===== config.mk =====
export PLATFORM = sky130hd
export DESIGN_NAME = vehicle_speed_and_gear_estimator
export DESIGN_NICKNAME = d
export VERILOG_FILES = /design/src/rtl/vsge_pkg.sv /design/src/rtl/vehicle_speed_and_gear_estimator.sv
export SDC_FILE = /design/constraint.sdc
export NUM_CORES = 2
export LEC_CHECK = 0
export ABC_CLOCK_PERIOD_IN_PS = 21300
export BUFFER_PORTS_ARGS = -buffer_cell sky130_fd_sc_hd__buf_4
export CORE_MARGIN = 5
export CORE_UTILIZATION = 55
export CTS_CLUSTER_SIZE = 40
export DETAILED_ROUTE_END_ITERATION = 6
export GPL_ROUTABILITY_DRIVEN = 1
export GPL_TIMING_DRIVEN = 0
export PLACE_DENSITY = 0.75
export SLEW_MARGIN = 40
export SYNTH_ARGS = -nofsm -noshare
export SYNTH_HDL_FRONTEND = slang
export SYNTH_SLANG_ARGS = --single-unit

===== constraint.sdc =====
create_clock -name clk -period 21.3 [get_ports clk]
set_clock_uncertainty 0.1 [all_clocks]
set_input_delay 1.065 -clock clk [delete_from_list [all_inputs] [get_ports clk]]
set_output_delay 1.065 -clock clk [all_outputs]
set_load 0.05 [all_outputs]

===== src/rtl/vsge_pkg.sv =====
// ---------------------------------------------------------------------------
// Vehicle speed and gear estimator package
// Shared sequencer states, fixed constants and the gear constant table.
// ---------------------------------------------------------------------------
`default_nettype none

package vsge_pkg;

	typedef enum logic [2:0] {
		ST_IDLE,
		ST_MUL,
		ST_CHK,
		ST_DIV,
		ST_GATE,
		ST_GMUL,
		ST_GCMP,
		ST_DONE
	} vsge_state_t;

	typedef enum logic [1:0] {
		REG_MIN_PERIOD = 2'd0,
		REG_TIMEOUT    = 2'd1,
		REG_PPM        = 2'd2
	} vsge_reg_t;

	localparam logic [27:0] SPEED_NUM     = 28'd256000000;
	localparam logic [47:0] SAT_LIMIT     = 48'd1000000;
	localparam logic [15:0] RPM_MIN       = 16'd1500;
	localparam logic [7:0]  SPEED_MIN     = 8'd5;
	localparam logic [7:0]  SPEED_SAT     = 8'd255;
	localparam logic [2:0]  GEAR_NONE     = 3'd0;
	localparam logic [2:0]  GEAR_MAX      = 3'd6;
	localparam logic [15:0] MIN_PERIOD_RST = 16'd200;
	localparam logic [19:0] TIMEOUT_RST    = 20'd100000;
	localparam logic [15:0] PPM_RST        = 16'd4262;

	// Gear constants in Q4.8; gears past the sixth never match.
	function automatic logic [11:0] gear_k(input logic [2:0] g);
		logic [11:0] k;
		unique case (g)
			3'd0: k = 12'd3087;
			3'd1: k = 12'd2243;
			3'd2: k = 12'd1923;
			3'd3: k = 12'd1632;
			3'd4: k = 12'd1459;
			3'd5: k = 12'd1350;
			default: k = 12'd0;
		endcase
		return k;
	endfunction

endpackage

`default_nettype wire


===== src/rtl/vehicle_speed_and_gear_estimator.sv =====
// ---------------------------------------------------------------------------
// Vehicle speed and gear estimator
// Debounces speed-sensor edges; a sample with a recent edge gets speed by a
// bit-serial multiply and divide and scans the gear table one gear at a time.
// ---------------------------------------------------------------------------
// An edge beat gives no result.
// A sample with no recent edge goes straight to done, giving speed zero.
// Other samples skip the divide when the product shows saturation, and skip
// the gear scan (a multiply and compare state per gear) when the gate fails.
// One item is in work at a time; a waiting result does not block new items.
// Reset is asynchronous and restores register defaults and clears the state.
`default_nettype none

module vehicle_speed_and_gear_estimator
	import vsge_pkg::*;
#(
	parameter int GEAR_COUNT = 6
) (
	input  wire logic        clk,
	input  wire logic        arst_n,
	input  wire logic        cfg_we,
	input  wire logic [1:0]  cfg_index,
	input  wire logic [19:0] cfg_data,
	input  wire logic        item_valid,
	output logic             item_stall,
	input  wire logic        mode,
	input  wire logic [31:0] time_us,
	input  wire logic [15:0] rpm,
	input  wire logic        clutch,
	output logic             result_valid,
	input  wire logic        result_stall,
	output logic [7:0]       speed,
	output logic [2:0]       gear
);

	localparam logic [2:0] LAST_GEAR = 3'(GEAR_COUNT - 1);

	vsge_state_t state_q, state_d;

	logic [15:0] min_period_q;
	logic [19:0] timeout_q;
	logic [15:0] ppm_q;
	logic [31:0] last_edge_q;
	logic [31:0] period_q;

	logic [3:0]  cnt_q;
	logic [2:0]  g_q;
	logic        out_valid_q;

	logic [15:0] rpm_q;
	logic        clutch_q;
	logic [15:0] mpl_q;
	logic [47:0] acc_q;
	logic [55:0] ds_q;
	logic [27:0] rem_q;
	logic [7:0]  speed_q;
	logic [23:0] sp_ppm_q;
	logic [35:0] exp_q;
	logic [35:0] best_err_q;
	logic        have_q;
	logic [2:0]  best_q;
	logic [7:0]  out_speed_q;
	logic [2:0]  out_gear_q;

	logic        accept;
	logic [31:0] dt;
	logic        speed_zero;
	logic        div_ge;
	logic        gear_skip;
	logic [35:0] target;
	logic [35:0] err;
	logic [40:0] err25;
	logic [40:0] exp2;
	logic        match;
	logic        load_out;

	assign accept     = item_valid && !item_stall;
	assign dt         = time_us - last_edge_q;
	assign speed_zero = (period_q == 32'd0) || (dt > {12'd0, timeout_q});
	assign div_ge     = {28'd0, rem_q} >= ds_q;
	assign gear_skip  = clutch_q || (rpm_q < RPM_MIN) || (speed_q < SPEED_MIN);
	assign target     = {4'd0, rpm_q, 16'd0};
	assign err        = (target > exp_q) ? (target - exp_q) : (exp_q - target);
	assign err25      = {1'b0, err, 4'd0} + {2'b0, err, 3'd0} + {5'd0, err};
	assign exp2       = {4'd0, exp_q, 1'b0};
	assign match      = err25 < exp2;

	always_comb begin
		state_d    = state_q;
		item_stall = 1'b1;
		load_out   = 1'b0;
		unique case (state_q)
			ST_IDLE: begin
				item_stall = 1'b0;
				if (item_valid && mode) begin
					state_d = speed_zero ? ST_DONE : ST_MUL;
				end
			end
			ST_MUL: begin
				if (cnt_q == 4'd15) begin
					state_d = ST_CHK;
				end
			end
			ST_CHK: begin
				state_d = (acc_q <= SAT_LIMIT) ? ST_GATE : ST_DIV;
			end
			ST_DIV: begin
				if (cnt_q == 4'd7) begin
					state_d = ST_GATE;
				end
			end
			ST_GATE: begin
				state_d = gear_skip ? ST_DONE : ST_GMUL;
			end
			ST_GMUL: begin
				state_d = ST_GCMP;
			end
			ST_GCMP: begin
				state_d = (g_q == LAST_GEAR) ? ST_DONE : ST_GMUL;
			end
			ST_DONE: begin
				if (!out_valid_q || !result_stall) begin
					load_out = 1'b1;
					state_d  = ST_IDLE;
				end
			end
			default: state_d = ST_IDLE;
		endcase
	end

	always_ff @(posedge clk or negedge arst_n) begin
		if (!arst_n) begin
			state_q      <= ST_IDLE;
			min_period_q <= MIN_PERIOD_RST;
			timeout_q    <= TIMEOUT_RST;
			ppm_q        <= PPM_RST;
			last_edge_q  <= 32'd0;
			period_q     <= 32'd0;
			cnt_q        <= 4'd0;
			g_q          <= 3'd0;
			have_q       <= 1'b0;
			out_valid_q  <= 1'b0;
		end else begin
			state_q <= state_d;
			if (cfg_we) begin
				unique case (cfg_index)
					REG_MIN_PERIOD: min_period_q <= cfg_data[15:0];
					REG_TIMEOUT:    timeout_q    <= cfg_data;
					REG_PPM:        ppm_q        <= cfg_data[15:0];
					default: ;
				endcase
			end
			if (accept && !mode && (dt >= {16'd0, min_period_q})) begin
				period_q    <= dt;
				last_edge_q <= time_us;
			end
			if (state_q == ST_MUL || state_q == ST_DIV) begin
				cnt_q <= (state_d == state_q) ? cnt_q + 4'd1 : 4'd0;
			end else begin
				cnt_q <= 4'd0;
			end
			if (state_q == ST_GATE) begin
				g_q    <= 3'd0;
				have_q <= 1'b0;
			end else if (state_q == ST_GCMP) begin
				g_q <= g_q + 3'd1;
				if (match && (!have_q || err < best_err_q)) begin
					have_q <= 1'b1;
				end
			end
			if (load_out) begin
				out_valid_q <= 1'b1;
			end else if (!result_stall) begin
				out_valid_q <= 1'b0;
			end
		end
	end

	always_ff @(posedge clk) begin
		unique case (state_q)
			ST_IDLE: begin
				rpm_q    <= rpm;
				clutch_q <= clutch;
				mpl_q    <= ppm_q;
				acc_q    <= 48'd0;
				speed_q  <= 8'd0;
				best_q   <= GEAR_NONE;
			end
			ST_MUL: begin
				acc_q <= {acc_q[46:0], 1'b0} + (mpl_q[15] ? {16'd0, period_q} : 48'd0);
				mpl_q <= {mpl_q[14:0], 1'b0};
			end
			ST_CHK: begin
				ds_q    <= {1'b0, acc_q, 7'd0};
				rem_q   <= SPEED_NUM;
				speed_q <= SPEED_SAT;
			end
			ST_DIV: begin
				if (div_ge) begin
					rem_q <= rem_q - ds_q[27:0];
				end
				speed_q <= {speed_q[6:0], div_ge};
				ds_q    <= {1'b0, ds_q[55:1]};
			end
			ST_GATE: begin
				sp_ppm_q <= speed_q * ppm_q;
				best_q   <= GEAR_NONE;
			end
			ST_GMUL: begin
				exp_q <= sp_ppm_q * gear_k(g_q);
			end
			ST_GCMP: begin
				if (match && (!have_q || err < best_err_q)) begin
					best_err_q <= err;
					best_q     <= g_q + 3'd1;
				end
			end
			ST_DONE: begin
				if (load_out) begin
					out_speed_q <= speed_q;
					out_gear_q  <= best_q;
				end
			end
			default: ;
		endcase
	end

	assign result_valid = out_valid_q;
	assign speed        = out_speed_q;
	assign gear         = out_gear_q;

endmodule

`default_nettype wire


### Yosys cells after proc, flatten, opt, wreduce, memory -nomap -nowiden

Index checks and enable logic that the tools add are counted.

| storage, ports and cells | value |
|---|---|
| flip-flop bits (word level) | 411 |
| memory bits (writable) | 0 |
| ROM bits | 0 |
| memories kept | 0 |
| logic and storage cells | 130 |
| output and inout port bits | 13 |
| latch bits | 0 |

| operators by class | value |
|---|---|
| div/mod/pow operators | 0 |
| $lt $le $gt $ge | 9 |
| shift operators | 0 |
| reduce and logical (&&, ||, !) cells | 34 |
| bitwise logic cells | 0 |
| eq/ne operators | 20 |
| mux-type cells | 33 |
| multipliers | 2 |
| $add $sub $neg | 9 |

Operators with widths:

| kind | number |
|---|---|
| $pmux W56 S2 | 1 |
| $pmux W48 S2 | 1 |
| $pmux W12 S6 | 1 |
| $ge A28 B56 Y1 | 1 |
| $pmux W28 S2 | 1 |
| $add A48 B32 Y48 | 1 |
| $le A48 B20 Y1 const B | 1 |
| $add A40 B39 Y41 | 1 |
| $add A41 B36 Y41 | 1 |
| $lt A41 B37 Y1 | 1 |
| $gt A32 B36 Y1 | 1 |
| $lt A36 B36 Y1 | 1 |
| $mul A24 B12 Y36 | 1 |
| $mux W36 | 1 |
| $sub A32 B36 Y36 | 1 |
| $sub A36 B32 Y36 | 1 |
| $ge A32 B16 Y1 | 1 |
| $gt A32 B20 Y1 | 1 |
| $logic_not A32 Y1 | 1 |
| $mux W32 | 1 |
| $pmux W16 S2 | 1 |
| $sub A32 B32 Y32 | 1 |
| $mux W28 | 1 |
| $sub A28 B28 Y28 | 1 |
| 32 further kinds | 83 |

### Longest topological paths before layout

| logic depth | value |
|---|---|
| depth after elaboration | 9 |
| gate-level depth with buffers | 37 |

### Worst setup path before layout

Ideal clock, no wire load.

| timing path | value |
|---|---|
| kind | register -> register |
| start | register exp_q[3] |
| end | register best_err_q[0] (enable) |
| arrival | 9.623 ns |
| cell stages (with the launch flop) | 32 |
| buffers on the path | 0 |
| setup time | 0.474 ns |
| slack | 11.103 ns |
| period minus slack after synthesis | 10.197 ns |
| path through | edfxtp_1 or4_1 or3_1 o41a_1 o21ai_0 o211ai_1 o211a_1 a311oi_1 and3b_1 o21ai_0 xor2_1 fa_1 ha_1 a21oi_1 nand2_1 a41o_1 o211a_1 o21ai_0 nand2_1 inv_1 o21ai_0 a21oi_1 xnor2_1 ha_1 a211o_1 a2111oi_0 nand3_1 a211o_1 a211oi_1 o21ai_0 a2111o_1 nor3_1 |

| between the ends | value |
|---|---|
| longest elaborated chain between the ends | 7 |

Ends and longest elaborated chain:

| element | line | RTL |
|---|---|---|
| from (decl) | vehicle_speed_and_gear_estimator.sv:58 | `logic [35:0] exp_q;` |
| from (signal assigned) | vehicle_speed_and_gear_estimator.sv:210 | `exp_q <= sp_ppm_q * gear_k(g_q);` |
| $sub A36 B32 Y36, or another cell as far along | vehicle_speed_and_gear_estimator.sv:83 | `assign err = (target > exp_q) ? (target - exp_q) : (exp_q - target);` |
| $mux W36 * | vehicle_speed_and_gear_estimator.sv:83 |  |
| net err[25] | vehicle_speed_and_gear_estimator.sv:71 | `logic [35:0] err;` |
| $add A40 B39 Y41 | vehicle_speed_and_gear_estimator.sv:84 | `assign err25 = {1'b0, err, 4'd0} + {2'b0, err, 3'd0} + {5'd0, err};` |
| $add A41 B36 Y41 | vehicle_speed_and_gear_estimator.sv:84 |  |
| $lt A41 B37 Y1 | vehicle_speed_and_gear_estimator.sv:86 | `assign match = err25 < exp2;` |
| $logic_and A1 B1 Y1 * | vehicle_speed_and_gear_estimator.sv:213 | `if (match && (!have_q \|\| err < best_err_q)) begin` |
| $reduce_and A2 Y1 (no line) * | n/a |  |
| to (signal assigned) | vehicle_speed_and_gear_estimator.sv:214 | `best_err_q <= err;` |
| to (decl) | vehicle_speed_and_gear_estimator.sv:59 | `logic [35:0] best_err_q;` |

Mark *: on every way through the listed nets, which the timed path passes. The rest lies on a longest branch.
A chain may end at the register's enable or synchronous reset.

### Worst setup path in the final report

| timing path | value |
|---|---|
| start | register exp_q[3] |
| end | register best_err_q[16] (enable) |

Same word-level chain as after synthesis.

==> out/metrics.yaml <==
timing:
  grt_setup_unrepaired: "false"
  final.setup.tns_ns: 0
  max_freq_ghz: 0.0878
  maxSlewViolCount: 0
  setup_viol_count_final: 0
  fin_crit_ns: 11.39
  hold_violations: 0
  fin_crit_sh_pct: 53.5
  max_slew_margin_pct: 43.1
  worst_hold_slack_ns: 0.256
  worst_slew_pin_slew_ns: 0.852
routing:
  vias_per_cell: 5.73
  wl_um: 101000
  drc: 0
  first_pass_iters: 6
  wire_per_inst_um: 18.5
  vias: 31200
  postRouteAntennaNets: 0
  drtIter0Drc: 2489
clocking:
  cts_buffer_depth: 3
  clk_pin_slew_ns: 0.06
  ctsRootBufferMaster: "clkbuf_16"
  h-tree-depth: 2
  cts_tree: "done"
  post_cts_buffers: 0
  cts_buffers: 49
  cts_hold_buf: 0
  cts.sinks: 410
  insertion_delay_ns: 0.62
  cts_resized: 0
placement:
  hpwlAfterDp_um: 81300
  io_buffers: 89
  place_congestion: 0.932
  placed_cells: 5363
  placed_area_um2: 42700
synthesis:
  synth_mux_area_share_pct: 2.85
  synthTopCellsByCount: "inv_1, nand2_1, ha_1"
  synth_area_leaders: "edfxtp_1, fa_1, ha_1"
  synth-xor-area-share_pct: 4.15
  ys.flop_type: "edfxtp_1"
  synth_edf_count: 282
  yosys.area.top_type: "edfxtp_1"
  yosysWarnings: 0
  syn_area_um2: 40500
  synthSimpleGateAreaFrac_pct: 15.6
  synth_top_family_by_area: "adder cells"
  async_reset_ff_share_pct: 31.2
  synth-compound-area-share_pct: 12.8
  synth.most_common_cell: "inv_1"
  synth.distinct_cells: 88
  synth-seq-cells: 410
  syn_nets: 5107
  synth_top_area_share_pct: 20.9
  yosysSeqAreaShare_pct: 28.8
  syn-instance-count: 4298
  synth_fa_ha_area_share_pct: 28.8
  syn_avg_cell_area_um2: 9.43
global_routing:
  antenna_found_initial: 3
  first_global_vias: 31700
  grt_pass1_wl_um: 165000
  grt_overflow: 0
  grt_use_total_pct: 25.7
  grt_max_degree: 72
cells_and_area:
  design_area_um2: 44400
  nets: 5264
  final.fill_count: 6117
  drive_gt1_share_pct: 6.61
  layout.cells.non_filler: 5457
  synthToLayoutAreaGrowth_pct: 9.65
floorplan:
  core-area_um2: 73000
  die_area_um2: 79200
  die_w_um: 281
  die_height_um: 281
  start_util_pct: 55.5
  rows: 99
  pin_count: 90
worst_setup_path:
  cpPeakStageDelay_ns: 0.67
  critPathCaptureType: "flop"
  cpMostUsedCell: "o21ai_0"
  r2r_slack_ns: 9.91
  cp-start-kind: "flop"
  path_max_fanout: 10
  rr_startpoint: "exp_q[3]"
  cp-startpoint: "exp_q[3]"
  path_class: "reg -> reg"
  critPathRequiredTime_ns: 21.50
  cp_slowest_cell: "or4_1"
  regToRegEndpoint: "best_err_q[16]"
  r2r_cells: 36
  crit_arrival_ns: 11.59
job:
  cap_violations: 0
outcome:
  run_status: "complete, no violations"
min_path:
  hold_path_class: "in -> async"
registers in the layout (all words and copies together) (netlist names), 4 cells and up:
| name | cells |
|---|---|
| speed | 8 |
| best_err_q | 36 |
| ds_q | 55 |
| rpm_q | 16 |
| timeout_q | 20 |
| min_period_q | 16 |
| last_edge_q | 32 |
| period_q | 32 |
| speed_q | 8 |
| rem_q | 28 |
| exp_q | 36 |
| acc_q | 48 |
| cnt_q | 4 |
| ppm_q | 16 |
| sp_ppm_q | 24 |
| mpl_q | 16 |
worst max-delay path by stage:
stage	to	slack (ns)
finish	best_err_q[16]	9.91
global route	best_err_q[16]	9.24
CTS	best_err_q[16]	10.18
floorplan	best_err_q[0]	11.10
detailed placement	best_err_q[17]	10.26
global placement	best_err_q[16]	7.02
through the flow:
| step | setup slack (ns) | util, % |
|---|---|---|
| after global placement | 7.02 | 58.1 |
| after global routing | 9.24 | 60.9 |
| after CTS | 10.18 | 60.8 |
| after floorplan | 11.10 | - |
| after detailed placement | 10.26 | 58.5 |
| final | 9.91 | 60.9 |
kinds of logic (layout without fill, tap and decap cells):
family          after synthesis  in the layout
mux                         104            104
xor+xnor                    192            192
buf+inv                     740            938
compound gates              788            788
flops                       410            410
fa+ha+maj                   733            733
other cells                   0              2
simple gates               1331           1331
final cells by class:
type	count	area [µm²]	area share (%)
Antenna cell	2	5.00	0.0113
Clock inverter	33	419	0.943
Multi-Input combinational cell	3148	26100	58.8
Inverter	587	2210	4.97
Clock buffer	59	1270	2.87
Tap cell	959	1200	2.70
Timing Repair Buffer	106	887	2.00
Sequential cell	410	11700	26.3
Buffer	153	616	1.39
worst max-delay path: cells and delay by family (launching register included):
kind                     cells  cell delay (ns)
flip-flops                   1             0.51
AND/OR/NAND/NOR              8             2.35
buffers and inverters        9             2.27
AO/OA/AOI/OAI               14             4.20
adder cells (fa/ha/maj)      3             1.04
XOR/XNOR                     2             0.60
cell usage in the layout (no fill, tap or decap), types with 49 or more instances in the layout:
cell type,netlist,layout
nor2_1,204,201
clkbuf_1,139,148
o21ai_0,178,176
nand3_1,59,59
xor2_1,63,63
nor3_1,65,63
fa_1,334,334
a21o_1,106,106
a21oi_1,190,189
ha_1,398,398
o21a_1,49,49
nand2_1,558,558
edfxtp_1,282,282
xnor2_1,129,125
and2_1,152,152
clkbuf_16,0,49
nor2b_1,76,76
buf_4,1,95
dfrtp_1,114,114
inv_1,586,586
metal layers:
layer | part of all wire (%) | GRT usage, %
met1 | 43 | 35.0
met3 | 6.7 | 4.12
met4 | 3.4 | 8.35
met5 | 0.012 | 0
met2 | 47 | 42.7
Power is not shown: default switching activity piles up to over one toggle a cycle in this logic, so the estimate is an artifact.
